--- config.mk ---
export PLATFORM = sky130hd
export DESIGN_NAME = uart_bootloader_flash_sequencer
export DESIGN_NICKNAME = d
export VERILOG_FILES = /design/src/design/ubfs_pkg.sv /design/src/design/uart_bootloader_flash_sequencer.sv /design/src/design/ubfs_front.sv /design/src/design/ubfs_back.sv
export SDC_FILE = /design/constraint.sdc
export NUM_CORES = 1
export LEC_CHECK = 0
export ABC_AREA = 1
export BUFFER_PORTS_ARGS = -buffer_cell sky130_fd_sc_hd__buf_4
export CAP_MARGIN = 30
export CORE_MARGIN = 1.5
export CORE_UTILIZATION = 35
export DETAILED_ROUTE_END_ITERATION = 8
export GPL_TIMING_DRIVEN = 0
export SETUP_SLACK_MARGIN = 0.02
export SYNTH_ARGS = -nofsm -noshare
export SYNTH_HDL_FRONTEND = slang
export SYNTH_SLANG_ARGS = --single-unit
--- constraint.sdc ---
create_clock -name clk -period 8.6 [get_ports clk]
set_input_delay 0.86 -clock clk [delete_from_list [all_inputs] [get_ports clk]]
set_output_delay 0.86 -clock clk [all_outputs]
set_load 0.1 [all_outputs]
--- src/design/ubfs_pkg.sv ---
package ubfs_pkg;

  localparam int ImageIndexBitsDefault = 24;
  localparam int ChunkBytesDefault = 256;

  localparam logic [7:0] AckByte = 8'h79;
  localparam logic [7:0] CmdSync = 8'h7F;
  localparam logic [7:0] CmdErase = 8'h43;
  localparam logic [7:0] CmdGlobal = 8'hFF;
  localparam logic [7:0] CmdUnprot = 8'h92;
  localparam logic [7:0] CmdWrite = 8'h31;
  localparam logic [7:0] CmdGo = 8'h21;

  localparam logic [2:0] RegImageLength = 3'd0;
  localparam logic [2:0] RegBaseAddress = 3'd1;
  localparam logic [2:0] RegTimeout = 3'd2;
  localparam logic [2:0] RegHold = 3'd3;
  localparam logic [2:0] RegSettle = 3'd4;

  typedef enum logic [1:0] {
    OP_START = 2'd0,
    OP_RX    = 2'd1,
    OP_TICK  = 2'd2,
    OP_IMAGE = 2'd3
  } op_t;

  typedef struct packed {
    op_t        op;
    logic [7:0] data;
  } item_t;

endpackage

--- src/design/uart_bootloader_flash_sequencer.sv ---
// Programming sequencer for a serial bootloader target. Each event beat on the slave side
// (tuser selects start, received byte, tick or image byte; tdata carries the byte) produces
// one to five result beats on the master side, the last flagged by tlast. A two-entry queue
// decouples intake from the sequencer. The sequencer takes the next event at the same edge
// that the final result beat of the current one is accepted. From an empty queue an event
// beat is first written into the queue, then loaded into the sequencer registers, and only
// then is its first result beat presented. Result tdata from bit 0: tx_byte, power_on,
// tx_forced_low, need_image, image_index, busy_res, done_res, success, zero padded to whole
// bytes; tuser: tx_valid. Config writes take effect at once and belong between runs.
module uart_bootloader_flash_sequencer
  import ubfs_pkg::*;
#(
  parameter int IMAGE_INDEX_BITS = ImageIndexBitsDefault,
  parameter int CHUNK_BYTES = ChunkBytesDefault
) (
  input  logic                                          clk,
  input  logic                                          rst,
  input  logic                                          cfg_we,
  input  logic [2:0]                                    cfg_index,
  input  logic [31:0]                                   cfg_data,
  input  logic                                          s_axis_tvalid,
  output logic                                          s_axis_tready,
  input  logic [7:0]                                    s_axis_tdata, // data_byte
  input  logic [1:0]                                    s_axis_tuser, // operation
  output logic                                          m_axis_tvalid,
  input  logic                                          m_axis_tready,
  // tx_byte, power_on, tx_forced_low, need_image, image_index, busy_res, done_res, success
  output logic [((IMAGE_INDEX_BITS + 21) / 8) * 8 - 1:0] m_axis_tdata,
  output logic [0:0]                                    m_axis_tuser, // tx_valid
  output logic                                          m_axis_tlast
);

  item_t in_item, q_item;
  logic q_valid, q_ready;

  assign in_item.op = op_t'(s_axis_tuser);
  assign in_item.data = s_axis_tdata;

  ubfs_front u_front (
    .clk(clk), .rst(rst),
    .in_valid(s_axis_tvalid), .in_ready(s_axis_tready), .in_item(in_item),
    .q_valid(q_valid), .q_ready(q_ready), .q_item(q_item)
  );

  ubfs_back #(.IMAGE_INDEX_BITS(IMAGE_INDEX_BITS), .CHUNK_BYTES(CHUNK_BYTES)) u_back (
    .clk(clk), .rst(rst),
    .cfg_we(cfg_we), .cfg_index(cfg_index), .cfg_data(cfg_data),
    .q_valid(q_valid), .q_ready(q_ready), .q_item(q_item),
    .out_valid(m_axis_tvalid), .out_ready(m_axis_tready),
    .out_data(m_axis_tdata), .out_user(m_axis_tuser), .out_last(m_axis_tlast)
  );

endmodule

--- src/design/ubfs_front.sv ---
module ubfs_front
  import ubfs_pkg::*;
(
  input  logic       clk,
  input  logic       rst,
  input  logic       in_valid,
  output logic       in_ready,
  input  item_t      in_item,
  output logic       q_valid,
  input  logic       q_ready,
  output item_t      q_item
);

  item_t mem [2];
  logic wr_ptr, rd_ptr;
  logic [1:0] count;

  assign in_ready = (count != 2'd2);
  assign q_valid = (count != 2'd0);
  assign q_item = mem[rd_ptr];

  always_ff @(posedge clk) begin
    if (in_valid && in_ready) begin
      mem[wr_ptr] <= in_item;
    end
  end

  always_ff @(posedge clk) begin
    if (rst) begin
      wr_ptr <= 1'b0;
      rd_ptr <= 1'b0;
      count <= 2'd0;
    end else begin
      if (in_valid && in_ready) begin
        wr_ptr <= ~wr_ptr;
      end
      if (q_valid && q_ready) begin
        rd_ptr <= ~rd_ptr;
      end
      count <= count + {1'b0, in_valid && in_ready} - {1'b0, q_valid && q_ready};
    end
  end

endmodule

--- src/design/ubfs_back.sv ---
module ubfs_back
  import ubfs_pkg::*;
#(
  parameter int IMAGE_INDEX_BITS = ImageIndexBitsDefault,
  parameter int CHUNK_BYTES = ChunkBytesDefault
) (
  input  logic                                          clk,
  input  logic                                          rst,
  input  logic                                          cfg_we,
  input  logic [2:0]                                    cfg_index,
  input  logic [31:0]                                   cfg_data,
  input  logic                                          q_valid,
  output logic                                          q_ready,
  input  item_t                                         q_item,
  output logic                                          out_valid,
  input  logic                                          out_ready,
  output logic [((IMAGE_INDEX_BITS + 21) / 8) * 8 - 1:0] out_data,
  output logic [0:0]                                    out_user,
  output logic                                          out_last
);

  typedef enum logic [13:0] {
    P_IDLE    = 14'b00000000000001,
    P_HOLD    = 14'b00000000000010,
    P_SETTLE  = 14'b00000000000100,
    P_SYNC    = 14'b00000000001000,
    P_ERASE   = 14'b00000000010000,
    P_GLOBAL  = 14'b00000000100000,
    P_UNPROT1 = 14'b00000001000000,
    P_UNPROT2 = 14'b00000010000000,
    P_WCMD    = 14'b00000100000000,
    P_WADDR   = 14'b00001000000000,
    P_FEED    = 14'b00010000000000,
    P_WDATA   = 14'b00100000000000,
    P_GOCMD   = 14'b01000000000000,
    P_GOADDR  = 14'b10000000000000
  } phase_t;

  localparam int DataBits = ((IMAGE_INDEX_BITS + 21) / 8) * 8;
  localparam logic [24:0] MaxLen = 25'h1000000;
  localparam logic [24:0] ChunkLen = 25'(CHUNK_BYTES);

  logic [24:0] image_length;
  logic [31:0] base_address;
  logic [15:0] response_timeout_ticks, reset_hold_ticks, reset_settle_ticks;

  phase_t phase, phase_next;
  logic [15:0] tick_count, tick_count_next;
  logic [24:0] bytes_left, bytes_left_next;
  logic [31:0] write_address, write_address_next;
  logic [IMAGE_INDEX_BITS-1:0] image_offset, image_offset_next;
  logic [7:0] chunk_last_index, chunk_last_index_next;
  logic [8:0] chunk_position, chunk_position_next;
  logic [7:0] running_checksum, running_checksum_next;
  logic success_flag, success_flag_next, second_reset, second_reset_next;
  logic unprotect_path, unprotect_path_next;

  logic [7:0] bytes_q [5];
  logic [7:0] bytes_n [5];
  logic [2:0] nbytes, nbytes_n, sent;
  logic want_q, want_n, done_q, done_n;
  logic emitting;

  logic waiting;
  logic [15:0] tick_inc;
  logic [24:0] len;
  logic [24:0] bl_dec;
  logic [8:0] pos_inc;
  logic [7:0] sum_new;
  logic [7:0] db;
  logic [7:0] ab;
  logic [31:0] aa;
  logic [2:0] nres;
  logic fin;

  assign waiting = (phase == P_SYNC) || (phase == P_ERASE) || (phase == P_GLOBAL) ||
                   (phase == P_UNPROT1) || (phase == P_UNPROT2) || (phase == P_WCMD) ||
                   (phase == P_WADDR) || (phase == P_WDATA) || (phase == P_GOCMD) ||
                   (phase == P_GOADDR);

  // next event may load while the final beat of the current one is taken
  assign q_ready = !emitting || (out_ready && fin);

  always_comb begin
    phase_next = phase;
    tick_count_next = tick_count;
    bytes_left_next = bytes_left;
    write_address_next = write_address;
    image_offset_next = image_offset;
    chunk_last_index_next = chunk_last_index;
    chunk_position_next = chunk_position;
    running_checksum_next = running_checksum;
    success_flag_next = success_flag;
    second_reset_next = second_reset;
    unprotect_path_next = unprotect_path;
    nbytes_n = 3'd0;
    want_n = 1'b0;
    done_n = 1'b0;
    for (int i = 0; i < 5; i++) begin
      bytes_n[i] = 8'h00;
    end
    db = q_item.data;
    tick_inc = (tick_count != 16'hFFFF) ? tick_count + 16'd1 : tick_count;
    len = (bytes_left >= ChunkLen) ? ChunkLen : bytes_left;
    bl_dec = (bytes_left != 25'd0) ? bytes_left - 25'd1 : bytes_left;
    pos_inc = chunk_position + 9'd1;
    sum_new = running_checksum ^ db;
    aa = (phase == P_GOCMD) ? base_address : write_address;
    ab = aa[31:24] ^ aa[23:16] ^ aa[15:8] ^ aa[7:0];

    unique case (q_item.op)
      OP_START: begin
        if (phase == P_IDLE) begin
          bytes_left_next = (image_length > MaxLen) ? MaxLen : image_length;
          write_address_next = base_address;
          image_offset_next = '0;
          chunk_last_index_next = 8'd0;
          chunk_position_next = 9'd0;
          running_checksum_next = 8'd0;
          success_flag_next = 1'b0;
          second_reset_next = 1'b0;
          unprotect_path_next = 1'b0;
          phase_next = P_HOLD;
          tick_count_next = 16'd0;
        end
      end
      OP_RX, OP_TICK: begin
        if (q_item.op == OP_TICK) begin
          tick_count_next = tick_inc;
        end
        if (q_item.op == OP_TICK && phase == P_HOLD) begin
          if (tick_inc >= reset_hold_ticks) begin
            phase_next = P_SETTLE;
            tick_count_next = 16'd0;
          end
        end else if (q_item.op == OP_TICK && phase == P_SETTLE) begin
          if (tick_inc >= reset_settle_ticks) begin
            bytes_n[0] = CmdSync;
            nbytes_n = 3'd1;
            phase_next = P_SYNC;
            tick_count_next = 16'd0;
          end
        end else if (waiting) begin
          if (q_item.op == OP_RX && db == AckByte) begin
            tick_count_next = 16'd0;
            unique case (phase)
              P_SYNC: begin
                if (second_reset && bytes_left == 25'd0) begin
                  bytes_n[0] = CmdGo;
                  bytes_n[1] = ~CmdGo;
                  phase_next = P_GOCMD;
                end else if (second_reset) begin
                  bytes_n[0] = CmdWrite;
                  bytes_n[1] = ~CmdWrite;
                  phase_next = P_WCMD;
                end else begin
                  bytes_n[0] = CmdErase;
                  bytes_n[1] = ~CmdErase;
                  phase_next = P_ERASE;
                end
                nbytes_n = 3'd2;
              end
              P_ERASE: begin
                bytes_n[0] = CmdGlobal;
                bytes_n[1] = ~CmdGlobal;
                nbytes_n = 3'd2;
                phase_next = P_GLOBAL;
              end
              P_UNPROT1: phase_next = P_UNPROT2;
              P_GLOBAL, P_UNPROT2: begin
                second_reset_next = 1'b1;
                phase_next = P_HOLD;
              end
              P_WCMD, P_GOCMD: begin
                bytes_n[0] = aa[31:24];
                bytes_n[1] = aa[23:16];
                bytes_n[2] = aa[15:8];
                bytes_n[3] = aa[7:0];
                bytes_n[4] = ab;
                nbytes_n = 3'd5;
                phase_next = (phase == P_WCMD) ? P_WADDR : P_GOADDR;
              end
              P_WADDR: begin
                if (bytes_left == 25'd0) begin
                  bytes_n[0] = CmdGo;
                  bytes_n[1] = ~CmdGo;
                  nbytes_n = 3'd2;
                  phase_next = P_GOCMD;
                end else begin
                  chunk_last_index_next = 8'(len - 25'd1);
                  chunk_position_next = 9'd0;
                  running_checksum_next = 8'(len - 25'd1);
                  bytes_n[0] = 8'(len - 25'd1);
                  nbytes_n = 3'd1;
                  phase_next = P_FEED;
                  want_n = 1'b1;
                end
              end
              P_WDATA: begin
                if (bytes_left == 25'd0) begin
                  bytes_n[0] = CmdGo;
                  bytes_n[1] = ~CmdGo;
                  phase_next = P_GOCMD;
                end else begin
                  bytes_n[0] = CmdWrite;
                  bytes_n[1] = ~CmdWrite;
                  phase_next = P_WCMD;
                end
                nbytes_n = 3'd2;
              end
              P_GOADDR: begin
                success_flag_next = 1'b1;
                done_n = 1'b1;
                phase_next = P_IDLE;
              end
              default: ;
            endcase
          end else if (q_item.op == OP_RX || tick_inc >= response_timeout_ticks) begin
            tick_count_next = 16'd0;
            if (phase == P_ERASE) begin
              unprotect_path_next = 1'b1;
              bytes_n[0] = CmdUnprot;
              bytes_n[1] = ~CmdUnprot;
              nbytes_n = 3'd2;
              phase_next = P_UNPROT1;
            end else begin
              success_flag_next = 1'b0;
              done_n = 1'b1;
              phase_next = P_IDLE;
            end
          end
        end else if (q_item.op == OP_TICK) begin
          tick_count_next = 16'd0;
        end
      end
      OP_IMAGE: begin
        if (phase == P_FEED) begin
          bytes_n[0] = db;
          nbytes_n = 3'd1;
          running_checksum_next = sum_new;
          chunk_position_next = pos_inc;
          image_offset_next = image_offset + 1'b1;
          bytes_left_next = bl_dec;
          write_address_next = write_address + 32'd1;
          if (pos_inc > {1'b0, chunk_last_index} || bl_dec == 25'd0) begin
            bytes_n[1] = sum_new;
            nbytes_n = 3'd2;
            phase_next = P_WDATA;
            tick_count_next = 16'd0;
          end else begin
            want_n = 1'b1;
          end
        end
      end
      default: ;
    endcase
  end

  always_ff @(posedge clk) begin
    if (rst) begin
      image_length <= 25'd0;
      base_address <= 32'h0800_0000;
      response_timeout_ticks <= 16'd100;
      reset_hold_ticks <= 16'd100;
      reset_settle_ticks <= 16'd25;
    end else if (cfg_we) begin
      unique case (cfg_index)
        RegImageLength: image_length <= cfg_data[24:0];
        RegBaseAddress: base_address <= cfg_data;
        RegTimeout: response_timeout_ticks <= cfg_data[15:0];
        RegHold: reset_hold_ticks <= cfg_data[15:0];
        RegSettle: reset_settle_ticks <= cfg_data[15:0];
        default: ;
      endcase
    end
  end

  always_ff @(posedge clk) begin
    if (rst) begin
      phase <= P_IDLE;
      tick_count <= '0;
      bytes_left <= '0;
      write_address <= '0;
      image_offset <= '0;
      chunk_last_index <= '0;
      chunk_position <= '0;
      running_checksum <= '0;
      success_flag <= 1'b0;
      second_reset <= 1'b0;
      unprotect_path <= 1'b0;
      emitting <= 1'b0;
      sent <= 3'd0;
      nbytes <= 3'd0;
      want_q <= 1'b0;
      done_q <= 1'b0;
    end else begin
      if (q_valid && q_ready) begin
        phase <= phase_next;
        tick_count <= tick_count_next;
        bytes_left <= bytes_left_next;
        write_address <= write_address_next;
        image_offset <= image_offset_next;
        chunk_last_index <= chunk_last_index_next;
        chunk_position <= chunk_position_next;
        running_checksum <= running_checksum_next;
        success_flag <= success_flag_next;
        second_reset <= second_reset_next;
        unprotect_path <= unprotect_path_next;
        emitting <= 1'b1;
        sent <= 3'd0;
        nbytes <= nbytes_n;
        want_q <= want_n;
        done_q <= done_n;
      end else if (out_valid && out_ready) begin
        sent <= sent + 3'd1;
        if (fin) begin
          emitting <= 1'b0;
        end
      end
    end
  end

  always_ff @(posedge clk) begin
    if (q_valid && q_ready) begin
      bytes_q <= bytes_n;
    end
  end

  assign nres = (nbytes == 3'd0) ? 3'd1 : nbytes;
  assign fin = (sent == nres - 3'd1);
  assign out_valid = emitting;
  assign out_last = fin;

  // tdata: tx_byte, power_on, tx_forced_low, need_image, image_index, busy_res, done_res,
  // success
  assign out_data = DataBits'({success_flag,
                               fin & done_q,
                               phase != P_IDLE,
                               (fin & want_q) ? image_offset : {IMAGE_INDEX_BITS{1'b0}},
                               fin & want_q,
                               (phase == P_HOLD) || (phase == P_SETTLE),
                               phase != P_HOLD,
                               (nbytes == 3'd0) ? 8'h00 : bytes_q[sent]});
  // tuser: tx_valid
  assign out_user[0] = (nbytes != 3'd0);

endmodule

==> Yosys cells after proc, flatten, opt, wreduce, memory -nomap -nowiden <==
Memories as Yosys holds them, arrays and structs flattened. A register that Yosys moved wholly into a read port is not among the register bits.
Cells that the tools add are included.
Widths: inputs -> output; s select.
{ "totals": {"out_inout_bits": 44, "mem_bits_rw": 20, "latchBits": 0, "inputBits": 50, "romBits": 0, "elab_cells": 297, "ff_bits": 296, "n_memories": 1} }
{ "classes": {"eq_ne": 45, "multipliers": 0, "n_reduce_logical": 53, "n_mux": 140, "n_lt_le_gt_ge": 7, "n_div": 0, "n_addsub": 10, "n_bitwise": 13, "n_shift": 0} }
{ "mem_list": {"columns": ["name", "depth", "width", "read_ports", "rd_ports_with_merged_regs", "wr", "line_no", "text"], "rows": [
  ["u_front.mem", 2, 10, 1, 1, 1, "ubfs_front.sv:14", "item_t mem [2];"]
]} }
{ "op_table": {"columns": ["op", "count"], "rows": [
  ["$mux 16", 17],
  ["$mux 14", 12],
  ["$mux 32", 4],
  ["$mux 8", 16],
  ["$mux 24", 5],
  ["$pmux 14 s8", 1],
  ["$mux 25", 4],
  ["$mux 9", 9],
  ["$mux 40", 2],
  ["$pmux 16 s5", 1],
  ["$pmux 32 s2", 1],
  ["$logic_not 25->1", 2],
  ["$pmux 25 s2", 1],
  ["$ge 16x16->1", 3],
  ["$pmux 16 s3", 1],
  ["$pmux 24 s2", 1],
  ["$pmux 14 s3", 1],
  ["$mux 13", 3],
  ["$mux 1", 37],
  ["$reduce_and 9->1", 4],
  ["$add 32x1->32 const B", 1],
  ["$pmux 16 s2", 1],
  ["$xor 8x8->8", 4],
  ["$mux 15", 2],
  ["73 further kinds", 135]
]} }

==> Depth between registers and ports, before layout <==
Gate-level depths: netlist of the first run.
{ "logic_depth": {"depth_word": 14, "ltp_mapped": 24, "depth_no_buf": 24} }

==> By module <==
A second synthesis of the first run with hierarchy kept.
{ "hier_totals": {"hier_cells": 2901, "hier_area_um2": 19506.2} }
{ "modules_own_cells": {"columns": ["mod", "seq_area_each_um2", "cells_per_inst", "n_inst", "area_per_inst_um2"], "rows": [
  ["ubfs_back", 6246.0, 2834, 1, 18522.8],
  ["ubfs_front", 700.7, 67, 1, 983.4]
]} }

==> Worst setup path after synthesis of the first run <==
Ideal clock, no wire load.
{ "synth_path": {"kind": "reg2out", "startpoint": "register u_back.nbytes[2]", "endpoint": "output port m_axis_tdata[25]", "setup_slack_ns": 3.535, "n_path_buf": 1, "arrival_time_ns": 4.205, "stages_incl_launch_ff": 15, "required_ns": 7.740, "cell_sequence": "dfxtp_1 > inv_2 > nand3_2 > nand2_1 > inv_1 > ha_1 > xor2_1 > nand2_1 > nand2_1 > nor2_1 > nand2_1 > inv_1 > nand2_1 > clkbuf_1 > nor2_1"} }
{ "synth_via": {"elab_chain_cells": 6} }
{ "synth_lines": {"columns": ["element", "line_no", "text"], "rows": [
  ["start: declaration", "ubfs_back.sv:60", "logic [2:0] nbytes, nbytes_n, sent;"],
  ["start signal: assignment", "ubfs_back.sv:311", "nbytes <= nbytes_n;"],
  ["$logic_not 3->1", "ubfs_back.sv:329", "assign nres = (nbytes == 3'd0) ? 3'd1 : nbytes;"],
  ["$mux 3 *", "ubfs_back.sv:329", null],
  ["$sub 3x1->3 *", "ubfs_back.sv:330", "assign fin = (sent == nres - 3'd1);"],
  ["$eq 3x3->1 *", "ubfs_back.sv:330", null],
  ["via m_axis_tlast", "uart_bootloader_flash_sequencer.sv:30", "output logic m_axis_tlast"],
  ["$and 1x1->1 *", "ubfs_back.sv:339", "(fin & want_q) ? image_offset : {IMAGE_INDEX_BITS{1'b0}},"],
  ["$mux 24 *", "ubfs_back.sv:339", null],
  ["end: declaration", "uart_bootloader_flash_sequencer.sv:28", "output logic [((IMAGE_INDEX_BITS + 21) / 8) * 8 - 1:0] m_axis_tdata,"]
]} }
Mark *: on every way through the listed nets, which the timed path passes. The rest lies on a longest branch.

==> metrics.log, run 1 <==
INFO  metric outcome = complete, no violations
INFO  metric avgRoutedWirePerCell = ~19 um
INFO  metric portBuffers = just over 90
INFO  metric dieWidth = around 240 um
INFO  metric timing.hold.worst.start = u_front.rd_ptr
INFO  metric grt_use_total = 24.2%
INFO  metric insertedDiodeCount = 0
INFO  metric reg2reg_from = u_back.tick_count[1]
INFO  metric globalRoute.totalOverflow = 0
INFO  metric clkSinkCount = about 320
INFO  metric timing.rr.end = u_back.bytes_q[27]
INFO  metric power.leakage = between 9 and 10 nW
INFO  metric share_comb_of_total_power = 53.4%
INFO  metric ant_nets = 0
INFO  metric sequentialPowerShare = between 20% and 30%
INFO  metric report.final.hold_viol_count = 0
INFO  metric finish.utilization = just over 40%
INFO  metric cp-start-kind = flip-flop
INFO  metric postSynth.asyncResetShare = 0%
INFO  metric postSynthRegisterBits = 317
INFO  metric finalSetupViolations = 0
INFO  metric ctsRootBufferMaster = sky130_fd_sc_hd__clkbuf_16
INFO  metric drt_drc_violations_left = 0
INFO  metric detailed_place_hpwl = about 53000 um
INFO  metric wire_length_of_the_first_global_routing_pass = 106000 um
INFO  metric placed_cells = 3639
INFO  metric switch_share = between 40 and 50%
INFO  metric synth_fa_ha_area_share = around 4.6%
INFO  metric cpLargestDelayFamily = simple AND/OR/NAND/NOR gates
INFO  metric viasPerCell = between 5 and 6
INFO  metric holdCritPathClass = reg2reg
INFO  metric mappedNetlistArea = 19400 um^2
INFO  metric power.density_cell_area = around 360 nW/um^2
INFO  metric crit_slowest_cell = sky130_fd_sc_hd__nand4_1
INFO  metric die_boundary_height = 238 um
INFO  metric globalplace.congestion = between 0.9 and 1
INFO  metric maxCapViolations = 0
INFO  metric whs_endpoint = u_front.rd_ptr
INFO  metric nature_of_the_critical_path_endpoint = flip-flop
INFO  metric final_cell_count_no_fill = 3709
INFO  metric standard_cell_core_area = 54900 um^2
INFO  metric crit_path_max_fanout = 10
INFO  metric initial_core_util = 35.3%
INFO  metric yosys_most_used_dff = sky130_fd_sc_hd__dfxtp_1
INFO  metric grt_start_max_net_pins = 47
INFO  metric cts_tree = done
INFO  metric layout_worst_path_cycle_share = a little over half
INFO  metric critical_path.cell_chain = ha_1 > nand3_1 > inv_1 > nand2_1 > nor2_1 > inv_1 > clkbuf_1 > nand2_1 > ha_1 > nand2_1 > nor3_1 > nand3_1 > nand4_1 > nand3_1 > nor2_1 > o21ai_0 > a21oi_1
INFO  metric number_of_global_route_vias_before_repair = ~18000
INFO  metric yosys.cell_types.count = 55
INFO  metric worstSetupPathType = reg2reg
INFO  metric synthesis.instances = about 2800
INFO  metric final-seq-area = around 6900 um^2
INFO  metric grt_antenna_before_repair = 0
INFO  metric reg2reg_slack = slightly below 4000 ps
INFO  metric required_time_of_the_critical_path = ~9000 ps
INFO  metric fmaxAchievable = ~210 MHz
INFO  metric layout-area-overhead-vs-synth = 15.0%
INFO  metric post_route_cells_drive_above_1_share = around 7.8%
INFO  metric synth.avg_cell_area = slightly below 7 um^2
INFO  metric floorplan.die_area = between 50000 and 60000 um^2
INFO  metric post_synth_and_or_nand_nor_area_fraction = a little over a quarter
INFO  metric vdd_ir_drop_max = about 290 uV
INFO  metric synth-seq-area-share = a little over a third
INFO  metric hold_slack = roughly 460 ps
INFO  metric dr.pass1.iters = 7
INFO  metric timing.final.max_slew_violations = 0
INFO  metric layout_min_cycle_time = about 4700 ps
INFO  metric largest_family_of_logic_cells_by_synthesized_area = simple AND/OR/NAND/NOR gates
INFO  metric synthXorXnorAreaFrac = approximately 4.3%
INFO  metric critPathMaxStageDelay = roughly 470 ps
INFO  metric clkSlewWorstSetupHoldPaths = roughly 60 ps
INFO  metric rr_worst_depth = 17
INFO  metric post-cts-setup-buffers = 0
INFO  metric filler_cell_count = ~5800
INFO  metric initialDrtViolationCount = roughly 1900
INFO  metric cts_buffers = 40
INFO  metric p_int = ~4.1 mW
INFO  metric ctsLongestPathBuffers = 3
INFO  metric p_switching = around 4 mW
INFO  metric critical_path_buf_inv_count = 3
INFO  metric tightestPinTransition = approximately 1100 ps
INFO  metric rsz0062_at_grt = no
INFO  metric pin_count = 94
INFO  metric cts.hold.buffers_added = 0
INFO  metric detailroute.via_count = roughly 20000
INFO  metric power_frac_clock = 21.2%
INFO  metric totalWireLength = around 70000 um
INFO  metric timing.slew.headroom = between 20 and 30%
INFO  metric clock_insertion_delay_worst_skew = approximately 570 ps
INFO  metric htree_levels = 2
INFO  metric timing.critical_path.arrival = 5090 ps
INFO  metric layout.nets = 3098
INFO  metric placement_rows = 86
INFO  metric synth-compound-area-share = between 10% and 20%
INFO  metric postCtsResizedCells = 0
INFO  metric multi_input_area = about 11000 um^2
INFO  metric muxShareOfSynthArea = less than 1%
INFO  metric timing.hold.worst_path_depth = 1
INFO  metric setup_total_negative_slack = 0 ps
INFO  metric timing.clock.skew = roughly 20 ps
INFO  metric synth_enable_flop_cells = 60
INFO  metric yosys_warnings = 0
==> final cells by class <==
class	instances	share of cell area (%)
plain buffers	128	2.59
clock buffers	59	5.41
clock inverters	11	0.528
inverters	323	5.44
multi-input cells	2074	47.7
flip-flops and latches	317	31.2
well taps	704	3.96
repair buffers	93	3.13
==> worst max path at each step <==
| stage | from | cells past startpoint | slack, ps | end |
|---|---|---|---|---|
| after floorplan | u_back.nbytes[2] | 14 | 3530 | m_axis_tdata[25] |
| after detailed placement | u_back.tick_count[1] | 17 | 4080 | u_back.bytes_q[27] |
| final | u_back.tick_count[1] | 17 | 3880 | u_back.bytes_q[27] |
| after global placement | u_back.nbytes[2] | 17 | 3900 | u_back.bytes_left[24] |
| after CTS | u_back.tick_count[1] | 17 | 4020 | u_back.bytes_q[27] |
| after global routing | u_back.tick_count[1] | 17 | 3470 | u_back.bytes_q[27] |
==> power by group through the flow <==
stage	combinational, mW	clock, mW	sequential (mW)
2_1_floorplan	3.00	0	2.01
3_3_place_gp	4.19	0	2.06
3_5_place_dp	4.20	0	2.06
4_1_cts	4.21	1.73	2.03
5_1_grt	4.71	1.79	2.07
6_report	4.29	1.71	2.04
==> synthesized netlist by cell type, types with 5 or more instances <==
library cell	n	share of area, %
sky130_fd_sc_hd__nor2_4	6	0.35
sky130_fd_sc_hd__edfxtp_1	60	9.3
sky130_fd_sc_hd__clkinv_1	5	0.097
sky130_fd_sc_hd__o211ai_1	19	0.74
sky130_fd_sc_hd__a21boi_0	8	0.31
sky130_fd_sc_hd__nand2_1	543	11
sky130_fd_sc_hd__buf_2	23	0.59
sky130_fd_sc_hd__dfxtp_1	257	27
sky130_fd_sc_hd__nor3_1	52	1.3
sky130_fd_sc_hd__a21oi_1	247	6.4
sky130_fd_sc_hd__xnor2_1	18	0.81
sky130_fd_sc_hd__inv_2	8	0.16
sky130_fd_sc_hd__ha_1	71	4.6
sky130_fd_sc_hd__o32ai_1	8	0.36
sky130_fd_sc_hd__buf_6	5	0.29
sky130_fd_sc_hd__nor2_1	420	8.1
sky130_fd_sc_hd__a31oi_1	6	0.19
sky130_fd_sc_hd__nand2_2	7	0.23
sky130_fd_sc_hd__xor2_1	78	3.5
sky130_fd_sc_hd__nor4_1	14	0.45
sky130_fd_sc_hd__o31ai_1	15	0.58
sky130_fd_sc_hd__nor2_2	10	0.32
sky130_fd_sc_hd__o21ai_1	7	0.18
sky130_fd_sc_hd__inv_1	310	6.0
sky130_fd_sc_hd__o21ai_0	297	7.7
sky130_fd_sc_hd__a211oi_1	32	1.2
sky130_fd_sc_hd__buf_4	8	0.31
sky130_fd_sc_hd__clkbuf_1	90	1.7
sky130_fd_sc_hd__o21a_1	6	0.23
sky130_fd_sc_hd__nand3_1	109	2.8
sky130_fd_sc_hd__nand4_1	62	2.0
==> flip-flops by register name, indices dropped and copies added, names as in the netlist, 2 cells and up, named ones only <==
| name | cells |
|---|---|
| u_front.count | 2 |
| u_back.chunk_last_index | 8 |
| u_back.image_length | 25 |
| u_back.nbytes | 3 |
| u_back.image_offset | 24 |
| u_back.bytes_left | 25 |
| u_back.reset_settle_ticks | 16 |
| u_back.base_address | 32 |
| u_front.mem | 20 |
| u_back.write_address | 32 |
| u_back.tick_count | 16 |
| u_back.bytes_q | 40 |
| u_back.sent | 3 |
| u_back.phase | 14 |
| u_back.response_timeout_ticks | 16 |
| u_back.chunk_position | 9 |
| u_back.reset_hold_ticks | 16 |
| u_back.running_checksum | 8 |
==> per-stage QoR <==
step / total power [mW] / instance area, um^2 / worst slack, ps
3_5_place_dp: 6.26 / 20900 / 4080
3_3_place_gp: 6.26 / 20900 / 3900
2_1_floorplan: 5.02 / 19400 / 3530
6_report: 8.04 / 22300 / 3880
4_1_cts: 7.97 / 22300 / 4020
5_1_grt: 8.56 / 22300 / 3470
==> layer usage <==
layer	GRT usage [%]	part of all wire (%)	vias up
li1	-	-	9680
met5	0	0	-
met1	32.8	45	9128
met2	39.1	45	660
met4	8.78	3.3	0
met3	3.32	6.8	125
==> cell usage in the layout (no fill, tap or decap), drive strengths merged, types with 2 or more instances in the layout <==
cell type and instances:
nand2 550, nor2 436, inv 319, o21ai 305, dfxtp 257, a21oi 249
clkbuf 149, buf 131, nand3 114, xor2 78, ha 71, nand4 64
edfxtp 60, nor3 53, a211oi 32, o211ai 20, xnor2 18, o31ai 15
nor4 15, clkinv 13, a21boi 8, o32ai 8, o21a 6, a31oi 6
or2 3, nand3b 3, o22ai 3, o21bai 2, o221ai 2, a21o 2
mux2i 2, conb 2, bufinv 2
==> kinds of logic after synthesis <==
group | count (synthesis)
other | 1
adders and majority gates | 71
xor gates and xnor gates | 96
muxes | 2
buffers and inverters | 451
AOI/OAI and AO/OA | 662
DFF | 317
and+or+nand+nor | 1241
(Power assumes the default switching activity.)
==> run 2, diff against run 1 <==
Clock period 8.6 ns to 4.6 ns, I/O delays scaled along.
==> run 2 against run 1 <==
Net effect:
- maximum frequency rose by 12%
- final area grew 0.17%
- count of clock-buffer cells in the layout did not move
- largest cell class unchanged
- largest power group unchanged
- critical path depth is 1 higher
- routed wire length grew 0.11%
- sequential power up 87%
- first-iteration DRC count increased by 0.52%
- critical endpoint unchanged
==> metrics.log, run 2 (synthesis gave the netlist of run 1 again) <==
INFO  metric crit_slowest_cell = sky130_fd_sc_hd__clkbuf_1 (was sky130_fd_sc_hd__nand4_1)
INFO  metric globalplace.congestion = 0.992 (unchanged)
INFO  metric power.density_cell_area = 675 nW/um^2 (was 361 nW/um^2)
INFO  metric rsz0062_at_grt = no (unchanged)
INFO  metric holdCritPathClass = in2reg (was reg2reg)
INFO  metric layout_min_cycle_time = 4190 ps (was 4720 ps)
INFO  metric power.leakage = 9.38 nW (was 9.36 nW)
INFO  metric detailroute.via_count = 19650 (was 19593)
INFO  metric cts_buffers = 40 (unchanged)
INFO  metric critical_path_buf_inv_count = 4 (was 3)
INFO  metric switch_share = 49.5% (about the same)
INFO  metric tightestPinTransition = 1070 ps (was 1080 ps)
INFO  metric initialDrtViolationCount = 1935 (was 1925)
INFO  metric layout.cells.most_common = sky130_fd_sc_hd__nand2_1 (unchanged)
INFO  metric mostFrequentLayoutCells = 542 x sky130_fd_sc_hd__nand2_1, 418 x sky130_fd_sc_hd__nor2_1, 309 x sky130_fd_sc_hd__inv_1 (was 543 x sky130_fd_sc_hd__nand2_1, 420 x sky130_fd_sc_hd__nor2_1, 309 x sky130_fd_sc_hd__inv_1)
INFO  metric timing.final.max_slew_violations = 0 (unchanged)
INFO  metric wire_length_of_the_first_global_routing_pass = 106000 um (unchanged)
INFO  metric rr_worst_depth = 18 (was 17)
INFO  metric reg_top3 = u_back.bytes_q: 40 flops, u_back.base_address: 32 flops, u_back.write_address: 32 flops (unchanged)
INFO  metric ctsRootBufferMaster = sky130_fd_sc_hd__clkbuf_16 (unchanged)
INFO  metric critPathMaxStageDelay = 390 ps (was 470 ps)
INFO  metric fmaxAchievable = 239 MHz (was 212 MHz)
INFO  metric die_boundary_height = 238 um (unchanged)
INFO  metric dieWidth = 238 um (unchanged)
INFO  metric largest_reg_flops = 40 (unchanged)
INFO  metric avgRoutedWirePerCell = 18.8 um (about the same)
INFO  metric finalSetupViolations = 0 (unchanged)
INFO  metric cpLargestDelayFamily = simple AND/OR/NAND/NOR gates (unchanged)
INFO  metric layout-area-overhead-vs-synth = 15.2% (was 15.0%)
INFO  metric sequentialPowerShare = 25.3% (was 25.4%)
INFO  metric outcome = complete, no violations (unchanged)
INFO  metric placed_cells = 3639 (unchanged)
INFO  metric layout.nets = 3101 (was 3098)
INFO  metric globalRoute.totalOverflow = 0 (unchanged)
INFO  metric summed_area_of_non_filler_cells_in_the_final_layout = 22300 um^2 (about the same)
INFO  metric reg2reg_from = u_back.tick_count[1] (unchanged)
INFO  metric ant_nets = 0 (unchanged)
INFO  metric dr.pass1.iters = 6 (was 7)
INFO  metric detailed_place_hpwl = 53400 um (unchanged)
INFO  metric p_switching = 7.45 mW (was 3.98 mW)
INFO  metric drt_drc_violations_left = 0 (unchanged)
INFO  metric grt_use_total = 24.2% (unchanged)
INFO  metric clock_insertion_delay_worst_skew = 570 ps (about the same)
INFO  metric p_int = 7.60 mW (was 4.06 mW)
INFO  metric worstSetupPathType = reg2reg (unchanged)
INFO  metric timing.clock.skew = 19.8 ps (was 19.5 ps)
INFO  metric timing.hold.worst.start = s_axis_tdata[0] (was u_front.rd_ptr)
INFO  metric vdd_ir_drop_max = 537 uV (was 288 uV)
INFO  metric timing.slew.headroom = 28.7% (was 27.9%)
INFO  metric htree_levels = 2 (unchanged)
INFO  metric cts_tree = done (unchanged)
INFO  metric report.final.hold_viol_count = 0 (unchanged)
INFO  metric portBuffers = 91 (unchanged)
INFO  metric initial_core_util = 35.3% (unchanged)
INFO  metric maxCapViolations = 0 (unchanged)
INFO  metric totalWireLength = 69900 um (was 69800 um)
INFO  metric cp-start-kind = flip-flop (unchanged)
INFO  metric placement_rows = 86 (unchanged)
INFO  metric timing.rr.end = u_back.bytes_q[27] (unchanged)
INFO  metric clkSinkCount = 317 (unchanged)
INFO  metric timing.critical_path.arrival = 4560 ps (was 5090 ps)
INFO  metric postPlaceCellArea = 20900 um^2 (unchanged)
INFO  metric top_register = u_back.bytes_q (unchanged)
INFO  metric power_frac_clock = 21.2% (about the same)
INFO  metric standard_cell_core_area = 54900 um^2 (unchanged)
INFO  metric critical_path.cell_chain = ha_1 > nand3_1 > inv_1 > nand2_1 > nor2_2 > inv_1 > clkbuf_1 > nand2_1 > ha_1 > nand2_1 > nor3_1 > nand3_1 > nand4_1 > buf_4 > nand3_1 > nor2_2 > o21ai_0 > a21oi_1 (was ha_1 > nand3_1 > inv_1 > nand2_1 > nor2_1 > inv_1 > clkbuf_1 > nand2_1 > ha_1 > nand2_1 > nor3_1 > nand3_1 > nand4_1 > nand3_1 > nor2_1 > o21ai_0 > a21oi_1)
INFO  metric number_of_global_route_vias_before_repair = 17923 (unchanged)
INFO  metric required_time_of_the_critical_path = 4970 ps (was 8970 ps)
INFO  metric pin_count = 94 (unchanged)
INFO  metric timing.hold.worst_path_depth = 1 (unchanged)
INFO  metric ctsLongestPathBuffers = 3 (unchanged)
INFO  metric layout_worst_path_cycle_share = 91.1% (was 54.8%)
INFO  metric clkSlewWorstSetupHoldPaths = 60 ps (about the same)
INFO  metric share_comb_of_total_power = 53.5% (was 53.4%)
INFO  metric insertedDiodeCount = 0 (unchanged)
INFO  metric whs_endpoint = u_front.mem[1][0] (was u_front.rd_ptr)
INFO  metric post_route_cells_drive_above_1_share = 8.11% (was 7.82%)
INFO  metric viasPerCell = 5.29 (was 5.28)
INFO  metric cts.hold.buffers_added = 0 (unchanged)
INFO  metric reg2reg_slack = 410 ps (was 3880 ps)
INFO  metric grt_start_max_net_pins = 47 (unchanged)
INFO  metric floorplan.die_area = 56800 um^2 (unchanged)
INFO  metric nature_of_the_critical_path_endpoint = flip-flop (unchanged)
INFO  metric crit_path_max_fanout = 10 (unchanged)
INFO  metric grt_antenna_before_repair = 0 (unchanged)
INFO  metric final_cell_count_no_fill = 3712 (was 3709)
==> run 2: routing by layer <==
| layer | vias to the layer above | GRT usage (%) | routed length (um) |
|---|---|---|---|
| met2 | 732 | 39.1 | 31500 |
| met1 | 9099 | 32.8 | 30900 |
| met3 | 139 | 3.32 | 5060 |
| met5 | - | 0 | 0 |
| met4 | 0 | 8.78 | 2380 |
| li1 | 9680 | - | - |
==> run 2: worst max path at each step <==
| stage | from | end | slack [ps] | cells after the start |
|---|---|---|---|---|
| global placement | u_back.nbytes[2] | u_back.bytes_left[24] | -100 | 17 |
| global route | u_back.tick_count[1] | u_back.bytes_q[27] | 80 | 18 |
| floorplan | u_back.nbytes[2] | m_axis_tdata[25] | -70 | 14 |
| finish | u_back.tick_count[1] | u_back.bytes_q[27] | 410 | 18 |
| CTS | u_back.tick_count[1] | u_back.bytes_q[27] | 20 | 17 |
| detailed placement | u_back.tick_count[1] | u_back.bytes_q[27] | 80 | 17 |
==> run 2: what timing repair did <==
action                                  in CTS  in global routing
endpoints found under the setup margin       0                 46
gates resized for setup                      0                  8
setup buffers                                0                  3
==> run 2: cell type report <==
type	instances	area (um^2)
fill	5841	32600
multi-input combinational	2074	10600
sequential	317	6950
inverter	323	1210
clock buffer	59	1200
tap	704	881
timing repair buffer	96	721
buffer	128	579
clock inverter	11	118
==> run 2: power groups by stage <==
stage	clock (mW)	combinational (mW)	sequential (mW)
4_1_cts	3.23	7.88	3.80
2_1_floorplan	0	5.61	3.77
3_5_place_dp	0	7.85	3.85
6_report	3.19	8.06	3.81
3_3_place_gp	0	7.84	3.86
5_1_grt	3.34	8.83	3.87
==> run 2: through the flow <==
step           setup slack (ps)  power (mW)  utilization (%)  setup TNS [ps]  hold slack (ps)
2_1_floorplan             -65.4        9.38                -           -1240              426
3_3_place_gp              -96.8        11.7             38.1            -451              439
3_5_place_dp               77.5        11.7             38.2               0              452
4_1_cts                    20.7        14.9             40.6               0             64.0
5_1_grt                    84.2        16.0             40.7               0             68.9
6_report                    408        15.1             40.7               0             78.6
==> run 3, diff against run 2 <==
Settings changed: ABC_CLOCK_PERIOD_IN_PS set to 4600, CTS_BUF_LIST set to sky130_fd_sc_hd__clkbuf_8.
==> run 3 against run 2 <==
Net effect:
- core utilization up 0.20 points
- final cell count up 1.3%
- total power down 1.1%
- clock power down 6%
- sequential share of layout area down 0.15 points
- setup slack worse by 39 ps
- critical path depth unchanged
- sequential power about the same
- count of clock-buffer cells in the layout up 20
==> metrics.log, run 3 (synthesis gave the netlist of run 1 again) <==
INFO  metric insertedDiodeCount = 0 (unchanged)
INFO  metric layout.nets = 3132 (was 3101)
INFO  metric number_of_global_route_vias_before_repair = 18141 (was 17923)
INFO  metric post_route_cells_drive_above_1_share = 9.13% (was 8.11%)
INFO  metric maxCapViolations = 0 (unchanged)
INFO  metric crit_slowest_cell = sky130_fd_sc_hd__ha_1 (was sky130_fd_sc_hd__clkbuf_1)
INFO  metric largest_reg_flops = 40 (unchanged)
INFO  metric filler_cell_count = 5895 (was 5841)
INFO  metric htree_levels = 2 (unchanged)
INFO  metric initial_core_util = 35.3% (unchanged)
INFO  metric power.leakage = 9.52 nW (was 9.38 nW)
INFO  metric standard_cell_core_area = 54900 um^2 (unchanged)
INFO  metric clkSlewWorstSetupHoldPaths = 60 ps (about the same)
INFO  metric final_cell_count_no_fill = 3761 (was 3712)
INFO  metric grt_start_max_net_pins = 47 (unchanged)
INFO  metric reg_top3 = u_back.bytes_q: 40 flops, u_back.base_address: 32 flops, u_back.write_address: 32 flops (unchanged)
INFO  metric top_register = u_back.bytes_q (unchanged)
INFO  metric initialDrtViolationCount = 1913 (was 1935)
INFO  metric grt_use_total = 24.3% (was 24.2%)
INFO  metric holdCritPathClass = in2reg (unchanged)
INFO  metric detailed_place_hpwl = 53400 um (unchanged)
INFO  metric grt_util_met3 = 4.55% (was 3.32%)
INFO  metric report.final.hold_viol_count = 0 (unchanged)
INFO  metric critical_path.cell_chain = ha_1 > nand3_1 > inv_1 > nand2_1 > nor2_2 > inv_1 > clkbuf_1 > nand2_1 > ha_1 > nand4_1 > nor3_1 > nand3_1 > nand4_1 > buf_4 > nand3_1 > nor2_2 > o21ai_0 > a21oi_1 (was ha_1 > nand3_1 > inv_1 > nand2_1 > nor2_2 > inv_1 > clkbuf_1 > nand2_1 > ha_1 > nand2_1 > nor3_1 > nand3_1 > nand4_1 > buf_4 > nand3_1 > nor2_2 > o21ai_0 > a21oi_1)
INFO  metric die_boundary_height = 238 um (unchanged)
INFO  metric ant_nets = 0 (unchanged)
INFO  metric drt_drc_violations_left = 0 (unchanged)
INFO  metric globalplace.congestion = 0.992 (unchanged)
INFO  metric globalRoute.totalOverflow = 0 (unchanged)
INFO  metric crit_path_max_fanout = 10 (unchanged)
INFO  metric timing.slew.headroom = 27.9% (was 28.7%)
INFO  metric critPathMaxStageDelay = 420 ps (was 390 ps)
INFO  metric layout.cells.most_common = sky130_fd_sc_hd__nand2_1 (unchanged)
INFO  metric met2_usage = 38.6% (was 39.1%)
INFO  metric met1_usage_in_global_routing = 32.5% (was 32.8%)
INFO  metric timing.final.max_slew_violations = 0 (unchanged)
INFO  metric floorplan.die_area = 56800 um^2 (unchanged)
INFO  metric worstSetupPathType = reg2reg (unchanged)
INFO  metric gr-max-usage-layer = met2 (unchanged)
INFO  metric reg2reg_from = u_back.tick_count[1] (unchanged)
INFO  metric placed_cells = 3639 (unchanged)
INFO  metric viasPerCell = 5.25 (was 5.29)
INFO  metric dr.pass1.iters = 6 (unchanged)
INFO  metric finish.utilization = 40.9% (was 40.7%)
INFO  metric avgRoutedWirePerCell = 18.7 um (was 18.8 um)
INFO  metric totalWireLength = 70300 um (was 69900 um)
INFO  metric cp-start-kind = flip-flop (unchanged)
INFO  metric cts_buffers = 58 (was 40)
INFO  metric detailroute.via_count = 19728 (was 19650)
INFO  metric finalSetupViolations = 0 (unchanged)
INFO  metric timing.critical_path.arrival = 4720 ps (was 4560 ps)
INFO  metric dieWidth = 238 um (unchanged)
INFO  metric nature_of_the_critical_path_endpoint = flip-flop (unchanged)
INFO  metric tightestPinTransition = 1080 ps (was 1070 ps)
INFO  metric fmaxAchievable = 236 MHz (was 239 MHz)
INFO  metric ctsRootBufferMaster = sky130_fd_sc_hd__clkbuf_8 (was sky130_fd_sc_hd__clkbuf_16)
INFO  metric wire_length_of_the_first_global_routing_pass = 106000 um (about the same)
INFO  metric ctsLongestPathBuffers = 3 (unchanged)
INFO  metric clkSinkCount = 317 (unchanged)
INFO  metric timing.clock.skew = 46.7 ps (was 19.8 ps)
INFO  metric layout-area-overhead-vs-synth = 15.8% (was 15.2%)
INFO  metric layout_min_cycle_time = 4230 ps (was 4190 ps)
INFO  metric required_time_of_the_critical_path = 5090 ps (was 4970 ps)
INFO  metric timing.critical_path.mode_cell = sky130_fd_sc_hd__nand3_1
INFO  metric vdd_ir_drop_max = 517 uV (was 537 uV)
INFO  metric clock_insertion_delay_worst_skew = 690 ps (was 570 ps)
INFO  metric grt_antenna_before_repair = 0 (unchanged)
INFO  metric placement_rows = 86 (unchanged)
INFO  metric outcome = complete, no violations (unchanged)
INFO  metric layout_worst_path_cycle_share = 92.0% (was 91.1%)
INFO  metric power.density_cell_area = 664 nW/um^2 (was 675 nW/um^2)
INFO  metric mostFrequentLayoutCells = 542 x sky130_fd_sc_hd__nand2_1, 418 x sky130_fd_sc_hd__nor2_1, 323 x sky130_fd_sc_hd__inv_1 (was 542 x sky130_fd_sc_hd__nand2_1, 418 x sky130_fd_sc_hd__nor2_1, 309 x sky130_fd_sc_hd__inv_1)
INFO  metric pin_count = 94 (unchanged)
INFO  metric total_power = 14.9 mW (was 15.1 mW)
INFO  metric rsz0062_at_grt = no (unchanged)
INFO  metric timing.critical_path.from = u_back.tick_count[1] (unchanged)
INFO  metric timing.hold.worst.start = cfg_data[29] (was s_axis_tdata[0])
INFO  metric cts_tree = done (unchanged)
INFO  metric portBuffers = 91 (unchanged)
-- run 3: cell count changes in the layout (fill, tap and decap cells not counted), sizes merged --
cell | previous run | this run
bufinv | 2 | 3
clkbuf | 149 | 169
clkinv | 13 | 15
dlygate4sd3 | 0 | 13
inv | 319 | 332
-- run 3: through the flow --
stage / setup TNS (ps) / worst slack, ps / hold slack, ps / instance area [um^2]
after global placement: -451 / -96.8 / 439 / 20900
final: 0 / 369 / 44.5 / 22400
after global routing: 0 / 107 / 33.3 / 22400
after floorplan: -1240 / -65.4 / 426 / 19400
after detailed placement: 0 / 77.5 / 452 / 20900
after CTS: 0 / 50.9 / 1.80 / 22400
-- run 3: path summary, 6_finish.rpt --
| kind | end | cells past startpoint | slack (ps) |
|---|---|---|---|
| setup / recovery | u_back.bytes_q[27] | 18 | 370 |
| hold / removal | u_back.base_address[29] | 3 | 40 |
| setup reg to reg | u_back.bytes_q[27] | 18 | 370 |
| hold reg to reg | u_back.write_address[30] | 2 | 450 |
-- run 3: layer usage --
metal / share of wire (%) / vias to the layer above
li1: - / 9764
met1: 44 / 9117
met2: 44 / 698
met3: 7.5 / 149
met4: 3.9 / 0
met5: 0 / -
-- run 3: final cells by class --
cell class              count  area [um^2]  area share (%)
multi-input cells        2074        10600            47.5
repair buffers            109          851            3.80
inverters                 323         1210            5.41
clock buffers              79         1090            4.85
clock inverters            27          215           0.960
plain buffers             128          579            2.58
flip-flops and latches    317         6950            31.0
well taps                 704          881            3.93
-- run 3: where the power goes --
part	switching [mW]	total, mW	internal (mW)	leakage, nW
Combinational	5.79	8.06	2.27	6.12
Sequential	0.389	3.81	3.42	2.67
Clock	1.32	3.01	1.70	0.730
Total	7.50	14.9	7.39	9.52
-- run 3: repair_timing --
item	CTS	global route
resized for setup	0	8
endpoints found under the hold margin	23	0
setup endpoints to repair	0	46
setup buffers	0	3
hold buffers	13	0
-- run 3: worst max-delay path: cells and delay by family, from the launching register on --
family / cells / cell delay (ps)
AND/OR/NAND/NOR: 10 / 1760
buffers and inverters: 4 / 740
AO/OA/AOI/OAI: 2 / 480
adder cells (fa/ha/maj): 2 / 670
flip-flops: 1 / 360
